$ cat config.mk
export PLATFORM = sky130hd
export DESIGN_NAME = strided_tile_index_generator_flat
export DESIGN_NICKNAME = d
export VERILOG_FILES = /design/src/hdl/stig_pkg.sv /design/src/hdl/stig_if.sv /design/src/hdl/strided_tile_index_generator.sv /design/src/hdl/stig_ctrl.sv /design/src/hdl/stig_datapath.sv /design/src/flat_wrapper.sv
export SDC_FILE = /design/constraint.sdc
export NUM_CORES = 2
export LEC_CHECK = 0
export BUFFER_PORTS_ARGS = -buffer_cell sky130_fd_sc_hd__buf_4
export CAP_MARGIN = 5
export CELL_PAD_IN_SITES_DETAIL_PLACEMENT = 1
export CELL_PAD_IN_SITES_GLOBAL_PLACEMENT = 2
export CORE_MARGIN = 2
export CORE_UTILIZATION = 38
export DETAILED_ROUTE_END_ITERATION = 10
export GPL_ROUTABILITY_DRIVEN = 0
export PLACE_DENSITY_LB_ADDON = 0.25
export SYNTH_ARGS = -nofsm -noshare
export SYNTH_HDL_FRONTEND = slang
export SYNTH_SLANG_ARGS = --single-unit
$ cat constraint.sdc
create_clock -name clock -period 11.2 [get_ports clock]
set_clock_uncertainty 0.2 [all_clocks]
set_input_delay 0.56 -clock clock [delete_from_list [all_inputs] [get_ports clock]]
set_output_delay 0.56 -clock clock [all_outputs]
set_load 0.005 [all_outputs]
$ cat src/hdl/stig_pkg.sv
`timescale 1ns / 1ps
`default_nettype none

package stig_pkg;

   localparam int REGION_BITS    = 17;
   localparam logic [REGION_BITS-1:0] REGION_MAX = '1;
   localparam int LEN_BITS       = 16;
   localparam int FIELD_BITS     = 16;
   localparam int OUT_COORD_BITS = 16;
   localparam int PACKED_DIMS    = 4;
   localparam int PACKED_OPS     = 4;
   localparam int SHAPE_BITS     = 64;
   localparam int OP_BITS        = 50;
   localparam int USED_BITS      = 3;
   localparam int STEP_BITS      = 3;
   localparam int COUNT_BITS     = 4;
   localparam int CSR_INDEX_BITS = 3;
   localparam int CSR_DATA_BITS  = 64;

   localparam int OP_DIM_LSB    = 0;
   localparam int OP_STRIDE_LSB = 2;
   localparam int OP_SIZE_LSB   = 18;
   localparam int OP_COUNT_LSB  = 34;

   localparam logic [USED_BITS-1:0]  DIMS_USED_RESET = 3'd2;
   localparam logic [SHAPE_BITS-1:0] SHAPE_RESET     = 64'd262148;
   localparam logic [USED_BITS-1:0]  OPS_USED_RESET  = 3'd2;
   localparam logic [OP_BITS-1:0]    OP_ZERO_RESET   = 50'd34360262664;
   localparam logic [OP_BITS-1:0]    OP_ONE_RESET    = 50'd34360262665;

   typedef enum logic [CSR_INDEX_BITS-1:0] {
      CSR_DIMS_USED,
      CSR_SHAPE_PACKED,
      CSR_OPS_USED,
      CSR_OP_ZERO,
      CSR_OP_ONE,
      CSR_OP_TWO,
      CSR_OP_THREE
   } stig_csr_type;

   typedef enum logic [2:0] {
      ST_IDLE,
      ST_RG_INIT,
      ST_RG_OP,
      ST_RG_COPY,
      ST_IDX,
      ST_ADV
   } stig_state_type;

   typedef struct packed {
      logic                 clear_tiles;
      logic                 region_init;
      logic                 region_op;
      logic                 region_copy;
      logic                 idx_step;
      logic                 advance;
      logic [STEP_BITS-1:0] step;
   } stig_cmd_type;

   typedef struct packed {
      logic [COUNT_BITS-1:0] eff_dims;
      logic [COUNT_BITS-1:0] eff_ops;
      logic                  carry;
      logic                  out_free;
      logic                  cfg_hit;
   } stig_status_type;

endpackage

`default_nettype wire

$ cat src/hdl/stig_if.sv
`timescale 1ns / 1ps
`default_nettype none

interface stig_req_if;
   logic valid;
   logic ready;
   logic restart;

   modport source (output valid, output restart, input ready);
   modport sink (input valid, input restart, output ready);
endinterface

interface stig_rsp_if
   import stig_pkg::*;
   #(parameter int INDEX_BITS = 32);
   logic                      valid;
   logic                      ready;
   logic [INDEX_BITS-1:0]     linear_index;
   logic [OUT_COORD_BITS-1:0] tile_coord_zero;
   logic [OUT_COORD_BITS-1:0] tile_coord_one;
   logic [OUT_COORD_BITS-1:0] tile_coord_two;
   logic [OUT_COORD_BITS-1:0] tile_coord_three;
   logic                      last_in_tile;
   logic                      last_of_all;
   logic                      outside_shape;

   modport source (output valid, output linear_index, output tile_coord_zero,
                   output tile_coord_one, output tile_coord_two, output tile_coord_three,
                   output last_in_tile, output last_of_all, output outside_shape,
                   input ready);
   modport sink (input valid, input linear_index, input tile_coord_zero,
                 input tile_coord_one, input tile_coord_two, input tile_coord_three,
                 input last_in_tile, input last_of_all, input outside_shape,
                 output ready);
endinterface

`default_nettype wire

$ cat src/hdl/strided_tile_index_generator.sv
`timescale 1ns / 1ps
`default_nettype none

// Port      Dir  Handshake     Word
// req_bus   in   valid/ready   restart
// rsp_bus   out  valid/ready   linear_index, tile coords, last/outside flags
// csr_*     in   write enable  register index, 64-bit write data
//
// One word at a time. A word takes one multiply-add per dimension in use for the
// index, plus one tile*stride per op in use to rebuild the regions when the tile
// changes, and the same rebuild once more on restart.
// Reset and any write to a mapped register restart the walk on the next accepted word.
// The response sits in an output register; a stalled response holds the block
// only when the next response is ready to load.

module strided_tile_index_generator
   import stig_pkg::*;
#(
   parameter int MAX_DIMS   = 4,
   parameter int MAX_OPS    = 4,
   parameter int COORD_BITS = 16,
   parameter int INDEX_BITS = 32
) (
   input  wire logic                      clock,
   input  wire logic                      reset,
   stig_req_if.sink                       req_bus,
   stig_rsp_if.source                     rsp_bus,
   input  wire logic                      csr_write_en,
   input  wire logic [CSR_INDEX_BITS-1:0] csr_index,
   input  wire logic [CSR_DATA_BITS-1:0]  csr_wdata
);

   stig_cmd_type    cmd;
   stig_status_type status;
   logic            req_ready;

   stig_ctrl u_ctrl (
      .clock       (clock),
      .reset       (reset),
      .req_valid   (req_bus.valid),
      .req_restart (req_bus.restart),
      .status      (status),
      .req_ready   (req_ready),
      .cmd         (cmd)
   );

   assign req_bus.ready = req_ready;

   stig_datapath #(
      .MAX_DIMS   (MAX_DIMS),
      .MAX_OPS    (MAX_OPS),
      .COORD_BITS (COORD_BITS),
      .INDEX_BITS (INDEX_BITS)
   ) u_datapath (
      .clock            (clock),
      .reset            (reset),
      .csr_write_en     (csr_write_en),
      .csr_index        (csr_index),
      .csr_wdata        (csr_wdata),
      .cmd              (cmd),
      .rsp_ready        (rsp_bus.ready),
      .status           (status),
      .rsp_valid        (rsp_bus.valid),
      .linear_index     (rsp_bus.linear_index),
      .tile_coord_zero  (rsp_bus.tile_coord_zero),
      .tile_coord_one   (rsp_bus.tile_coord_one),
      .tile_coord_two   (rsp_bus.tile_coord_two),
      .tile_coord_three (rsp_bus.tile_coord_three),
      .last_in_tile     (rsp_bus.last_in_tile),
      .last_of_all      (rsp_bus.last_of_all),
      .outside_shape    (rsp_bus.outside_shape)
   );

   a_one_in_flight: assert property (@(posedge clock) disable iff (reset)
      (req_bus.valid && req_bus.ready) |=> !req_bus.ready)
      else $error("request taken while a word is in flight");

   a_load_when_free: assert property (@(posedge clock) disable iff (reset)
      cmd.advance |-> status.out_free)
      else $error("output register overwritten");

   a_op_step_range: assert property (@(posedge clock) disable iff (reset)
      cmd.region_op |-> ({1'b0, cmd.step} < status.eff_ops))
      else $error("region op step out of range");

   a_idx_step_range: assert property (@(posedge clock) disable iff (reset)
      cmd.idx_step |-> ({1'b0, cmd.step} < status.eff_dims))
      else $error("index step out of range");

   a_rsp_from_advance: assert property (@(posedge clock) disable iff (reset)
      $rose(rsp_bus.valid) |-> $past(cmd.advance))
      else $error("response raised without an advance");

endmodule

`default_nettype wire

$ cat src/hdl/stig_ctrl.sv
`timescale 1ns / 1ps
`default_nettype none

module stig_ctrl
   import stig_pkg::*;
(
   input  wire logic            clock,
   input  wire logic            reset,
   input  wire logic            req_valid,
   input  wire logic            req_restart,
   input  wire stig_status_type status,
   output logic                 req_ready,
   output stig_cmd_type         cmd
);

   stig_state_type       state_ff, state_in;
   logic [STEP_BITS-1:0] step_ff, step_in;
   logic                 from_req_ff, from_req_in;
   logic                 pending_ff, pending_in;

   always_ff @(posedge clock) begin
      if (reset) begin
         state_ff    <= ST_IDLE;
         step_ff     <= '0;
         from_req_ff <= 1'b0;
         pending_ff  <= 1'b1;
      end else begin
         state_ff    <= state_in;
         step_ff     <= step_in;
         from_req_ff <= from_req_in;
         pending_ff  <= pending_in;
      end
   end

   always_comb begin
      state_in    = state_ff;
      step_in     = step_ff;
      from_req_in = from_req_ff;
      pending_in  = pending_ff;
      req_ready   = 1'b0;
      cmd         = '0;
      cmd.step    = step_ff;
      unique case (state_ff)
         ST_IDLE: begin
            req_ready = 1'b1;
            if (req_valid) begin
               if (req_restart || pending_ff) begin
                  pending_in  = 1'b0;
                  from_req_in = 1'b1;
                  state_in    = ST_RG_INIT;
               end else begin
                  step_in  = '0;
                  state_in = ST_IDX;
               end
            end
         end
         ST_RG_INIT: begin
            cmd.region_init = 1'b1;
            cmd.clear_tiles = from_req_ff;
            step_in         = '0;
            state_in        = (status.eff_ops == '0) ? ST_RG_COPY : ST_RG_OP;
         end
         ST_RG_OP: begin
            cmd.region_op = 1'b1;
            if ({1'b0, step_ff} == status.eff_ops - 1'b1) begin
               state_in = ST_RG_COPY;
            end else begin
               step_in = step_ff + 1'b1;
            end
         end
         ST_RG_COPY: begin
            cmd.region_copy = 1'b1;
            if (from_req_ff) begin
               step_in  = '0;
               state_in = ST_IDX;
            end else begin
               state_in = ST_IDLE;
            end
         end
         ST_IDX: begin
            cmd.idx_step = 1'b1;
            if ({1'b0, step_ff} == status.eff_dims - 1'b1) begin
               state_in = ST_ADV;
            end else begin
               step_in = step_ff + 1'b1;
            end
         end
         ST_ADV: begin
            if (status.out_free) begin
               cmd.advance = 1'b1;
               if (status.carry) begin
                  from_req_in = 1'b0;
                  state_in    = ST_RG_INIT;
               end else begin
                  state_in = ST_IDLE;
               end
            end
         end
         default: begin
            state_in = ST_IDLE;
         end
      endcase
      if (status.cfg_hit) begin
         pending_in = 1'b1;
      end
   end

endmodule

`default_nettype wire

$ cat src/hdl/stig_datapath.sv
`timescale 1ns / 1ps
`default_nettype none

module stig_datapath
   import stig_pkg::*;
#(
   parameter int MAX_DIMS   = 4,
   parameter int MAX_OPS    = 4,
   parameter int COORD_BITS = 16,
   parameter int INDEX_BITS = 32
) (
   input  wire logic                      clock,
   input  wire logic                      reset,
   input  wire logic                      csr_write_en,
   input  wire logic [CSR_INDEX_BITS-1:0] csr_index,
   input  wire logic [CSR_DATA_BITS-1:0]  csr_wdata,
   input  wire stig_cmd_type              cmd,
   input  wire logic                      rsp_ready,
   output stig_status_type                status,
   output logic                           rsp_valid,
   output logic [INDEX_BITS-1:0]          linear_index,
   output logic [OUT_COORD_BITS-1:0]      tile_coord_zero,
   output logic [OUT_COORD_BITS-1:0]      tile_coord_one,
   output logic [OUT_COORD_BITS-1:0]      tile_coord_two,
   output logic [OUT_COORD_BITS-1:0]      tile_coord_three,
   output logic                           last_in_tile,
   output logic                           last_of_all,
   output logic                           outside_shape
);

   localparam int DW = (MAX_DIMS > 1) ? $clog2(MAX_DIMS) : 1;
   localparam int OW = (MAX_OPS > 1) ? $clog2(MAX_OPS) : 1;
   localparam int PW = COORD_BITS + FIELD_BITS;
   localparam int CW = ((COORD_BITS > FIELD_BITS) ? COORD_BITS : FIELD_BITS) + 1;
   localparam int XW = INDEX_BITS + LEN_BITS;

   // configuration
   logic [USED_BITS-1:0]  dims_used_ff;
   logic [SHAPE_BITS-1:0] shape_ff;
   logic [USED_BITS-1:0]  ops_used_ff;
   logic [OP_BITS-1:0]    op_ff [PACKED_OPS];

   // walk state
   logic [COORD_BITS-1:0]  tile_ff  [MAX_OPS];
   logic [REGION_BITS-1:0] pos_ff   [MAX_DIMS];
   logic [REGION_BITS-1:0] start_ff [MAX_DIMS];
   logic [REGION_BITS-1:0] end_ff   [MAX_DIMS];
   logic [INDEX_BITS-1:0]  acc_ff, acc_in;
   logic                   outside_ff, outside_in;

   // output word
   logic                      rsp_valid_ff;
   logic [INDEX_BITS-1:0]     index_ff;
   logic [OUT_COORD_BITS-1:0] coord_ff [PACKED_OPS];
   logic                      last_tile_ff, last_all_ff, outside_out_ff;

   logic [COUNT_BITS-1:0]  eff_dims, eff_ops;
   logic [OP_BITS-1:0]     opw      [MAX_OPS];
   logic [COORD_BITS-1:0]  tile_pad [PACKED_OPS];
   logic [LEN_BITS-1:0]    lens     [MAX_DIMS];

   logic [LEN_BITS-1:0]    len_sel;
   logic [REGION_BITS-1:0] pos_sel;
   logic [XW-1:0]          idx_prod;

   logic [OP_BITS-1:0]     w_sel;
   logic [1:0]             op_dim;
   logic [DW-1:0]          dim_idx;
   logic                   op_hit;
   logic [COORD_BITS-1:0]  tile_sel;
   logic [PW-1:0]          stride_prod;
   logic [PW:0]            start_sum;
   logic [REGION_BITS-1:0] start_new;
   logic [REGION_BITS:0]   end_sum;
   logic [REGION_BITS-1:0] end_new;

   logic [REGION_BITS-1:0] pos_next  [MAX_DIMS];
   logic [COORD_BITS-1:0]  tile_next [MAX_OPS];
   logic                   carry, wrap;

   // configuration registers
   always_ff @(posedge clock) begin
      if (reset) begin
         dims_used_ff <= DIMS_USED_RESET;
         shape_ff     <= SHAPE_RESET;
         ops_used_ff  <= OPS_USED_RESET;
         op_ff[0]     <= OP_ZERO_RESET;
         op_ff[1]     <= OP_ONE_RESET;
         op_ff[2]     <= '0;
         op_ff[3]     <= '0;
      end else if (csr_write_en) begin
         unique case (stig_csr_type'(csr_index))
            CSR_DIMS_USED:    dims_used_ff <= csr_wdata[USED_BITS-1:0];
            CSR_SHAPE_PACKED: shape_ff     <= csr_wdata[SHAPE_BITS-1:0];
            CSR_OPS_USED:     ops_used_ff  <= csr_wdata[USED_BITS-1:0];
            CSR_OP_ZERO:      op_ff[0]     <= csr_wdata[OP_BITS-1:0];
            CSR_OP_ONE:       op_ff[1]     <= csr_wdata[OP_BITS-1:0];
            CSR_OP_TWO:       op_ff[2]     <= csr_wdata[OP_BITS-1:0];
            CSR_OP_THREE:     op_ff[3]     <= csr_wdata[OP_BITS-1:0];
            default: begin
            end
         endcase
      end
   end

   always_comb begin
      if (dims_used_ff == '0) begin
         eff_dims = COUNT_BITS'(1);
      end else if (COUNT_BITS'(dims_used_ff) > COUNT_BITS'(MAX_DIMS)) begin
         eff_dims = COUNT_BITS'(MAX_DIMS);
      end else begin
         eff_dims = COUNT_BITS'(dims_used_ff);
      end
      if (COUNT_BITS'(ops_used_ff) > COUNT_BITS'(MAX_OPS)) begin
         eff_ops = COUNT_BITS'(MAX_OPS);
      end else begin
         eff_ops = COUNT_BITS'(ops_used_ff);
      end
   end

   // ops past the packed four read as all zero; dims past four have length zero
   for (genvar g = 0; g < MAX_OPS; g++) begin : g_opw
      if (g < PACKED_OPS) begin : g_real
         assign opw[g] = op_ff[g];
      end else begin : g_none
         assign opw[g] = '0;
      end
   end

   for (genvar g = 0; g < PACKED_OPS; g++) begin : g_tile_pad
      if (g < MAX_OPS) begin : g_real
         assign tile_pad[g] = tile_ff[g];
      end else begin : g_none
         assign tile_pad[g] = '0;
      end
   end

   for (genvar g = 0; g < MAX_DIMS; g++) begin : g_lens
      if (g < PACKED_DIMS) begin : g_real
         assign lens[g] = shape_ff[g*LEN_BITS +: LEN_BITS];
      end else begin : g_none
         assign lens[g] = '0;
      end
   end

   // index: one Horner step per cycle
   always_comb begin
      len_sel  = lens[DW'(cmd.step)];
      pos_sel  = pos_ff[DW'(cmd.step)];
      idx_prod = ((cmd.step == '0) ? '0 : acc_ff) * len_sel;
      acc_in   = INDEX_BITS'(idx_prod + XW'(pos_sel));
      outside_in = ((cmd.step == '0) ? 1'b0 : outside_ff) ||
                   (pos_sel >= REGION_BITS'(len_sel));
   end

   // region narrowing: one op per cycle
   always_comb begin
      w_sel       = opw[OW'(cmd.step)];
      op_dim      = w_sel[OP_DIM_LSB +: 2];
      dim_idx     = DW'(op_dim);
      op_hit      = COUNT_BITS'(op_dim) < eff_dims;
      tile_sel    = tile_ff[OW'(cmd.step)];
      stride_prod = tile_sel * w_sel[OP_STRIDE_LSB +: FIELD_BITS];
      start_sum   = (PW+1)'(start_ff[dim_idx]) + (PW+1)'(stride_prod);
      start_new   = (start_sum > (PW+1)'(REGION_MAX)) ? REGION_MAX
                                                      : start_sum[REGION_BITS-1:0];
      end_sum     = (REGION_BITS+1)'(start_new) +
                    (REGION_BITS+1)'(w_sel[OP_SIZE_LSB +: FIELD_BITS]);
      end_new     = (end_sum > (REGION_BITS+1)'(REGION_MAX)) ? REGION_MAX
                                                             : end_sum[REGION_BITS-1:0];
   end

   // position advance, last dim fastest
   always_comb begin
      logic [REGION_BITS:0] pos_inc;
      pos_inc  = '0;
      pos_next = pos_ff;
      carry    = 1'b1;
      for (int d = MAX_DIMS - 1; d >= 0; d--) begin
         if (carry && (COUNT_BITS'(d) < eff_dims)) begin
            pos_inc = (REGION_BITS+1)'(pos_ff[d]) + 1'b1;
            if (pos_inc < (REGION_BITS+1)'(end_ff[d])) begin
               pos_next[d] = pos_inc[REGION_BITS-1:0];
               carry       = 1'b0;
            end else begin
               pos_next[d] = start_ff[d];
            end
         end
      end
   end

   // tile advance, last op fastest
   always_comb begin
      logic [CW-1:0] fld, cnt, inc;
      fld       = '0;
      cnt       = '0;
      inc       = '0;
      tile_next = tile_ff;
      wrap      = 1'b1;
      for (int k = MAX_OPS - 1; k >= 0; k--) begin
         if (wrap && (COUNT_BITS'(k) < eff_ops)) begin
            fld = CW'(opw[k][OP_COUNT_LSB +: FIELD_BITS]);
            if (fld == '0) begin
               cnt = CW'(1);
            end else if (fld > (CW'(1) << COORD_BITS)) begin
               cnt = CW'(1) << COORD_BITS;
            end else begin
               cnt = fld;
            end
            inc = CW'(tile_ff[k]) + 1'b1;
            if (inc < cnt) begin
               tile_next[k] = inc[COORD_BITS-1:0];
               wrap         = 1'b0;
            end else begin
               tile_next[k] = '0;
            end
         end
      end
   end

   always_ff @(posedge clock) begin
      if (cmd.clear_tiles) begin
         for (int k = 0; k < MAX_OPS; k++) begin
            tile_ff[k] <= '0;
         end
      end else if (cmd.advance && carry) begin
         tile_ff <= tile_next;
      end
      if (cmd.region_init) begin
         for (int d = 0; d < MAX_DIMS; d++) begin
            start_ff[d] <= '0;
            end_ff[d]   <= REGION_BITS'(lens[d]);
         end
      end else if (cmd.region_op && op_hit) begin
         start_ff[dim_idx] <= start_new;
         end_ff[dim_idx]   <= end_new;
      end
      if (cmd.region_copy) begin
         pos_ff <= start_ff;
      end else if (cmd.advance) begin
         pos_ff <= pos_next;
      end
      if (cmd.idx_step) begin
         acc_ff     <= acc_in;
         outside_ff <= outside_in;
      end
      if (cmd.advance) begin
         index_ff       <= acc_ff;
         outside_out_ff <= outside_ff;
         last_tile_ff   <= carry;
         last_all_ff    <= carry && wrap;
         for (int i = 0; i < PACKED_OPS; i++) begin
            coord_ff[i] <= (COUNT_BITS'(i) < eff_ops) ? OUT_COORD_BITS'(tile_pad[i]) : '0;
         end
      end
   end

   always_ff @(posedge clock) begin
      if (reset) begin
         rsp_valid_ff <= 1'b0;
      end else if (cmd.advance) begin
         rsp_valid_ff <= 1'b1;
      end else if (rsp_ready) begin
         rsp_valid_ff <= 1'b0;
      end
   end

   always_comb begin
      status.eff_dims = eff_dims;
      status.eff_ops  = eff_ops;
      status.carry    = carry;
      status.out_free = !rsp_valid_ff || rsp_ready;
      status.cfg_hit  = csr_write_en && (csr_index <= CSR_OP_THREE);
   end

   assign rsp_valid        = rsp_valid_ff;
   assign linear_index     = index_ff;
   assign tile_coord_zero  = coord_ff[0];
   assign tile_coord_one   = coord_ff[1];
   assign tile_coord_two   = coord_ff[2];
   assign tile_coord_three = coord_ff[3];
   assign last_in_tile     = last_tile_ff;
   assign last_of_all      = last_all_ff;
   assign outside_shape    = outside_out_ff;

endmodule

`default_nettype wire

$ cat src/flat_wrapper.sv
// flat-port wrapper written by rule: the top's interface ports become plain ports
module strided_tile_index_generator_flat import stig_pkg::*;
#(
   parameter int MAX_DIMS   = 4,
   parameter int MAX_OPS    = 4,
   parameter int COORD_BITS = 16,
   parameter int INDEX_BITS = 32
)
  (clock, reset, csr_write_en, csr_index, csr_wdata, req_bus_valid, req_bus_restart, req_bus_ready, rsp_bus_valid, rsp_bus_linear_index, rsp_bus_tile_coord_zero, rsp_bus_tile_coord_one, rsp_bus_tile_coord_two, rsp_bus_tile_coord_three, rsp_bus_last_in_tile, rsp_bus_last_of_all, rsp_bus_outside_shape, rsp_bus_ready);
  stig_req_if req_bus_i ();
  stig_rsp_if #(.INDEX_BITS(INDEX_BITS)) rsp_bus_i ();
  input  wire logic clock;
  input  wire logic reset;
  input  wire logic csr_write_en;
  input  wire logic [CSR_INDEX_BITS-1:0] csr_index;
  input  wire logic [CSR_DATA_BITS-1:0] csr_wdata;
  input wire logic [$bits(req_bus_i.valid)-1:0] req_bus_valid;
  input wire logic [$bits(req_bus_i.restart)-1:0] req_bus_restart;
  output wire logic [$bits(req_bus_i.ready)-1:0] req_bus_ready;
  output wire logic [$bits(rsp_bus_i.valid)-1:0] rsp_bus_valid;
  output wire logic [$bits(rsp_bus_i.linear_index)-1:0] rsp_bus_linear_index;
  output wire logic [$bits(rsp_bus_i.tile_coord_zero)-1:0] rsp_bus_tile_coord_zero;
  output wire logic [$bits(rsp_bus_i.tile_coord_one)-1:0] rsp_bus_tile_coord_one;
  output wire logic [$bits(rsp_bus_i.tile_coord_two)-1:0] rsp_bus_tile_coord_two;
  output wire logic [$bits(rsp_bus_i.tile_coord_three)-1:0] rsp_bus_tile_coord_three;
  output wire logic [$bits(rsp_bus_i.last_in_tile)-1:0] rsp_bus_last_in_tile;
  output wire logic [$bits(rsp_bus_i.last_of_all)-1:0] rsp_bus_last_of_all;
  output wire logic [$bits(rsp_bus_i.outside_shape)-1:0] rsp_bus_outside_shape;
  input wire logic [$bits(rsp_bus_i.ready)-1:0] rsp_bus_ready;
  assign req_bus_i.valid = req_bus_valid;
  assign req_bus_i.restart = req_bus_restart;
  assign req_bus_ready = req_bus_i.ready;
  assign rsp_bus_valid = rsp_bus_i.valid;
  assign rsp_bus_linear_index = rsp_bus_i.linear_index;
  assign rsp_bus_tile_coord_zero = rsp_bus_i.tile_coord_zero;
  assign rsp_bus_tile_coord_one = rsp_bus_i.tile_coord_one;
  assign rsp_bus_tile_coord_two = rsp_bus_i.tile_coord_two;
  assign rsp_bus_tile_coord_three = rsp_bus_i.tile_coord_three;
  assign rsp_bus_last_in_tile = rsp_bus_i.last_in_tile;
  assign rsp_bus_last_of_all = rsp_bus_i.last_of_all;
  assign rsp_bus_outside_shape = rsp_bus_i.outside_shape;
  assign rsp_bus_i.ready = rsp_bus_ready;
  strided_tile_index_generator #(.MAX_DIMS(MAX_DIMS), .MAX_OPS(MAX_OPS), .COORD_BITS(COORD_BITS), .INDEX_BITS(INDEX_BITS)) u_core (.clock(clock), .reset(reset), .req_bus(req_bus_i), .rsp_bus(rsp_bus_i), .csr_write_en(csr_write_en), .csr_index(csr_index), .csr_wdata(csr_wdata));
endmodule
==> tab_implementation.tex <==
\begin{tabular}{lr}
\hline
Metric & Value \\
\hline
\multicolumn{2}{l}{\textbf{Die}} \\
\quad Initial cell density of the core & 38.3\% \\
\quad Boundary pin count & 174 \\
\quad Die Y & 390 um \\
\quad Full die area & 152000 um\^{}2 \\
\quad Row cnt & 141 \\
\quad Die X & 390 um \\
\quad Placeable core area & 148000 um\^{}2 \\
\multicolumn{2}{l}{\textbf{Cells and area}} \\
\quad Register area & 18300 um\^{}2 \\
\quad Area occupied by multi-input gates & 34200 um\^{}2 \\
\quad Fraction of layout instances using a drive strength above 1 & 11.2\% \\
\quad Number of nets in the final layout & 6927 \\
\quad Number of fill cells & 16600 \\
\quad Synthesis-to-layout area growth & 13.3\% \\
\multicolumn{2}{l}{\textbf{Detailed routing}} \\
\quad Final wirelength & 197000 um \\
\quad Routed WL per cell & 24.8 um \\
\quad Number of remaining DRC errors & 0 \\
\quad Number of vias after detailed routing & 43400 \\
\quad Initial detailed-routing violation count & 3644 \\
\quad Via density per instance & 5.46 \\
\quad Number of detailed-route iterations in the first pass & 5 \\
\quad ANT nets after route & 0 \\
\multicolumn{2}{l}{\textbf{Global routing}} \\
\quad Maximum number of pins on one net before global-route repair & 73 \\
\quad GR Overflow Total & 0 \\
\quad Via count of the first global-routing pass & 45200 \\
\quad Total Routing Usage GR & 26.1\% \\
\quad First-pass GRT wire length & 297000 um \\
\quad Initial antenna violation count & 20 \\
\multicolumn{2}{l}{\textbf{Clocking}} \\
\quad Clock buffer count from CTS & 81 \\
\quad Clock latency at the later pin of the worst-skew pair & 730 ps \\
\quad TritonCTS clock tree & yes \\
\quad CTS clk-pin slew, worst paths & 60 ps \\
\quad Clock Tree Buf Depth & 3 \\
\quad CTS sink cnt & 679 \\
\quad CTS HTree Levels & 3 \\
\quad CTS root buffer & sky130\_fd\_sc\_hd\_\_clkbuf\_16 \\
\multicolumn{2}{l}{\textbf{Setup path}} \\
\quad Buffers plus inverters on the worst setup path & 8 \\
\quad Worst path required time & 11420 ps \\
\quad Worst Path Class, Setup & reg -> reg \\
\quad CP arrival & 11010 ps \\
\quad Slowest Stage Delay on Critical Path & 830 ps \\
\quad Cell with the largest stage delay on the worst path & sky130\_fd\_sc\_hd\_\_mux4\_2 \\
\quad Gate family responsible for the most delay along the worst path & adder cells \\
\quad Sort of element at the end of the critical path & flip-flop \\
\quad Startpoint of the lowest-slack register-to-register path & u\_core.u\_ctrl.step\_ff[0] \\
\quad Library cell appearing most often on the critical path & sky130\_fd\_sc\_hd\_\_fa\_1 \\
\quad Critical path peak fanout & 17 \\
\quad Startpoint of the most critical setup path & u\_core.u\_ctrl.step\_ff[0] \\
\quad Startpoint type of the worst setup path & flip-flop \\
\multicolumn{2}{l}{\textbf{STA}} \\
\quad \# setup viols final & 0 \\
\quad Slew headroom & 11.8\% \\
\quad Max-slew violation total from the final report & 0 \\
\quad Number of hold violations in the final report & 0 \\
\quad Worst Hold Slack & 38.3 ps \\
\quad Post-layout worst setup margin & 409 ps \\
\quad Setup tns final & 0 ps \\
\quad Tcrit/Tclk final & 96.3\% \\
\quad Actual slew at the worst max-slew pin & 1320 ps \\
\quad Max Fclk & 0.0927 GHz \\
\quad Minimum clock period & 10790 ps \\
\multicolumn{2}{l}{\textbf{Pwr}} \\
\quad Total leakage power & 27.4 nW \\
\quad PwrDens & 178 nW/um\^{}2 \\
\quad Largest voltage drop on the vdd net & 0.247 mV \\
\multicolumn{2}{l}{\textbf{Synthesis}} \\
\quad Proportion of netlist area held by the largest area contributor & 24.8\% \\
\quad Cell type contributing the most total cell area after synthesis & sky130\_fd\_sc\_hd\_\_edfxtp\_1 \\
\quad Number of synthesized flops with an enable pin & 468 \\
\quad Post-synthesis async set-or-reset flop share & 0\% \\
\quad Number of distinct library cell variants in the gate-level netlist after synthesis & 85 \\
\quad Yosys warning total & 0 \\
\quad Post-synthesis cell area & 56600 um\^{}2 \\
\quad Number of storage elements in the synthesis netlist & 679 \\
\quad Net count of the mapped netlist & 6749 \\
\quad Most numerous cell in the Yosys netlist & sky130\_fd\_sc\_hd\_\_inv\_1 \\
\quad Cells after Synth & 5778 \\
\quad Avg Inst Size Synth & 9.79 um\^{}2 \\
\quad Most used standard cells in the synthesized netlist & sky130\_fd\_sc\_hd\_\_inv\_1, sky130\_fd\_sc\_hd\_\_nand2\_1, sky130\_fd\_sc\_hd\_\_fa\_1, sky130\_fd\_sc\_hd\_\_edfxtp\_1, sky130\_fd\_sc\_hd\_\_ha\_1 \\
\quad Primary FF master, synth & sky130\_fd\_sc\_hd\_\_edfxtp\_1 \\
\quad Post-synthesis sequential area ratio & 32.3\% \\
\quad Main area contributors after synthesis & sky130\_fd\_sc\_hd\_\_edfxtp\_1, sky130\_fd\_sc\_hd\_\_fa\_1, sky130\_fd\_sc\_hd\_\_ha\_1, sky130\_fd\_sc\_hd\_\_dfxtp\_1, sky130\_fd\_sc\_hd\_\_inv\_1 \\
\multicolumn{2}{l}{\textbf{Placement}} \\
\quad Setup WS pre-CTS & 164 ps \\
\quad Count of port buffers added during placement & 173 \\
\quad Half-perimeter wire length after placement & 153000 um \\
\multicolumn{2}{l}{\textbf{Run status}} \\
\quad Status & finished clean \\
\multicolumn{2}{l}{\textbf{Job}} \\
\quad Number of violations of the max-capacitance limit & 0 \\
\multicolumn{2}{l}{\textbf{Hold path}} \\
\quad Tightest Hold Check Type & in -> reg \\
\quad Hold Path Origin & req\_bus\_valid \\
\hline
\end{tabular}
[flip-flops by register name (all words and copies together) (netlist names), 3 cells and up]
signal / count
u_core.u_datapath.linear_index: 32
u_core.u_datapath.end_ff: 68
u_core.u_datapath.start_ff: 68
u_core.u_datapath.op_ff: 200
u_core.u_datapath.ops_used_ff: 3
u_core.u_ctrl.state_ff: 3
u_core.u_ctrl.step_ff: 3
u_core.u_datapath.dims_used_ff: 3
u_core.u_datapath.pos_ff: 68
u_core.u_datapath.tile_ff: 64
u_core.u_datapath.acc_ff: 32
u_core.u_datapath.coord_ff: 64
u_core.u_datapath.shape_ff: 64
[area by class of cell]
class                   instances  area share [%]
diodes                          8          0.0312
clock buffers                 106            3.48
clock inverters                46            1.01
inverters                     858            5.02
multi-input cells            3960            53.3
flip-flops and latches        679            28.5
well taps                    1930            3.77
repair buffers                376            4.87
[final timing paths]
| path | endpoint | slack (ps) | cells after the start |
|---|---|---|---|
| max | u_core.u_datapath.end_ff[3][16] | 410 | 35 |
| min | u_core.u_ctrl.from_req_ff | 40 | 3 |
| max reg2reg | u_core.u_datapath.end_ff[3][16] | 410 | 35 |
| min reg2reg | u_core.u_datapath.shape_ff[38] | 280 | 2 |
[power breakdown]
part	switching [mW]	leakage, nW	internal [mW]
clock network	1.22	1.41	1.67
logic	3.29	19.8	1.78
registers	0.324	6.19	3.12
total	4.84	27.4	6.57
[cell families (layout without fill, tap and decap cells)]
group	Yosys count	count (layout)	synth area share, %
and+or+nand+nor	1894	1894	16.0
adders and majority gates	898	898	26.9
DFF	679	679	32.3
buffers and inverters	1139	1386	7.60
AOI/OAI and AO/OA	781	781	8.54
xor gates and xnor gates	190	190	2.97
other	0	8	0
muxes	197	197	5.70
[per-layer routing]
| metal | track usage [%] | share of wire [%] |
|---|---|---|
| met1 | 38.6 | 47 |
| met5 | 0 | 0.029 |
| met2 | 40.1 | 44 |
| met3 | 3.57 | 6.3 |
| met4 | 6.70 | 2.5 |
[stage by stage]
step	power, mW	instance area (um^2)	std cells	utilization (%)
after floorplan	6.50	56600	5778	-
after global routing	12.0	64100	7956	43.3
final	11.4	64100	7963	43.4
after CTS	11.4	63800	7925	43.1
after detailed placement	8.45	60200	7709	40.7
after global placement	8.34	60200	7709	40.7
[repair_timing]
| action | CTS | global route |
|---|---|---|
| setup buffers | 0 | 29 |
| hold endpoints to repair | 187 | 0 |
| hold buffers | 64 | 0 |
| setup endpoints to repair | 0 | 68 |
| resized for setup | 0 | 7 |
[cell usage in the layout, fill, tap and decap left out, drive strengths merged, types with 131 or more instances in the layout]
cell type,netlist,layout
nand2,745,745
edfxtp,468,468
a21oi,285,285
fa,533,533
dfxtp,211,211
nor2,341,341
ha,365,365
and2,324,324
o21ai,154,154
buf,44,311
inv,856,859
xnor2,131,131
[worst reg2reg max path: cells and delay by family, from the launching register on]
kind,cells,cell delay [ps]
AO/OA/AOI/OAI,8,1870
adder cells (fa/ha/maj),7,3040
buffers and inverters,8,1060
flip-flops,1,400
multiplexers,3,1470
AND/OR/NAND/NOR,9,2460
No activity file was read; power rests on OpenSTA's default activity.
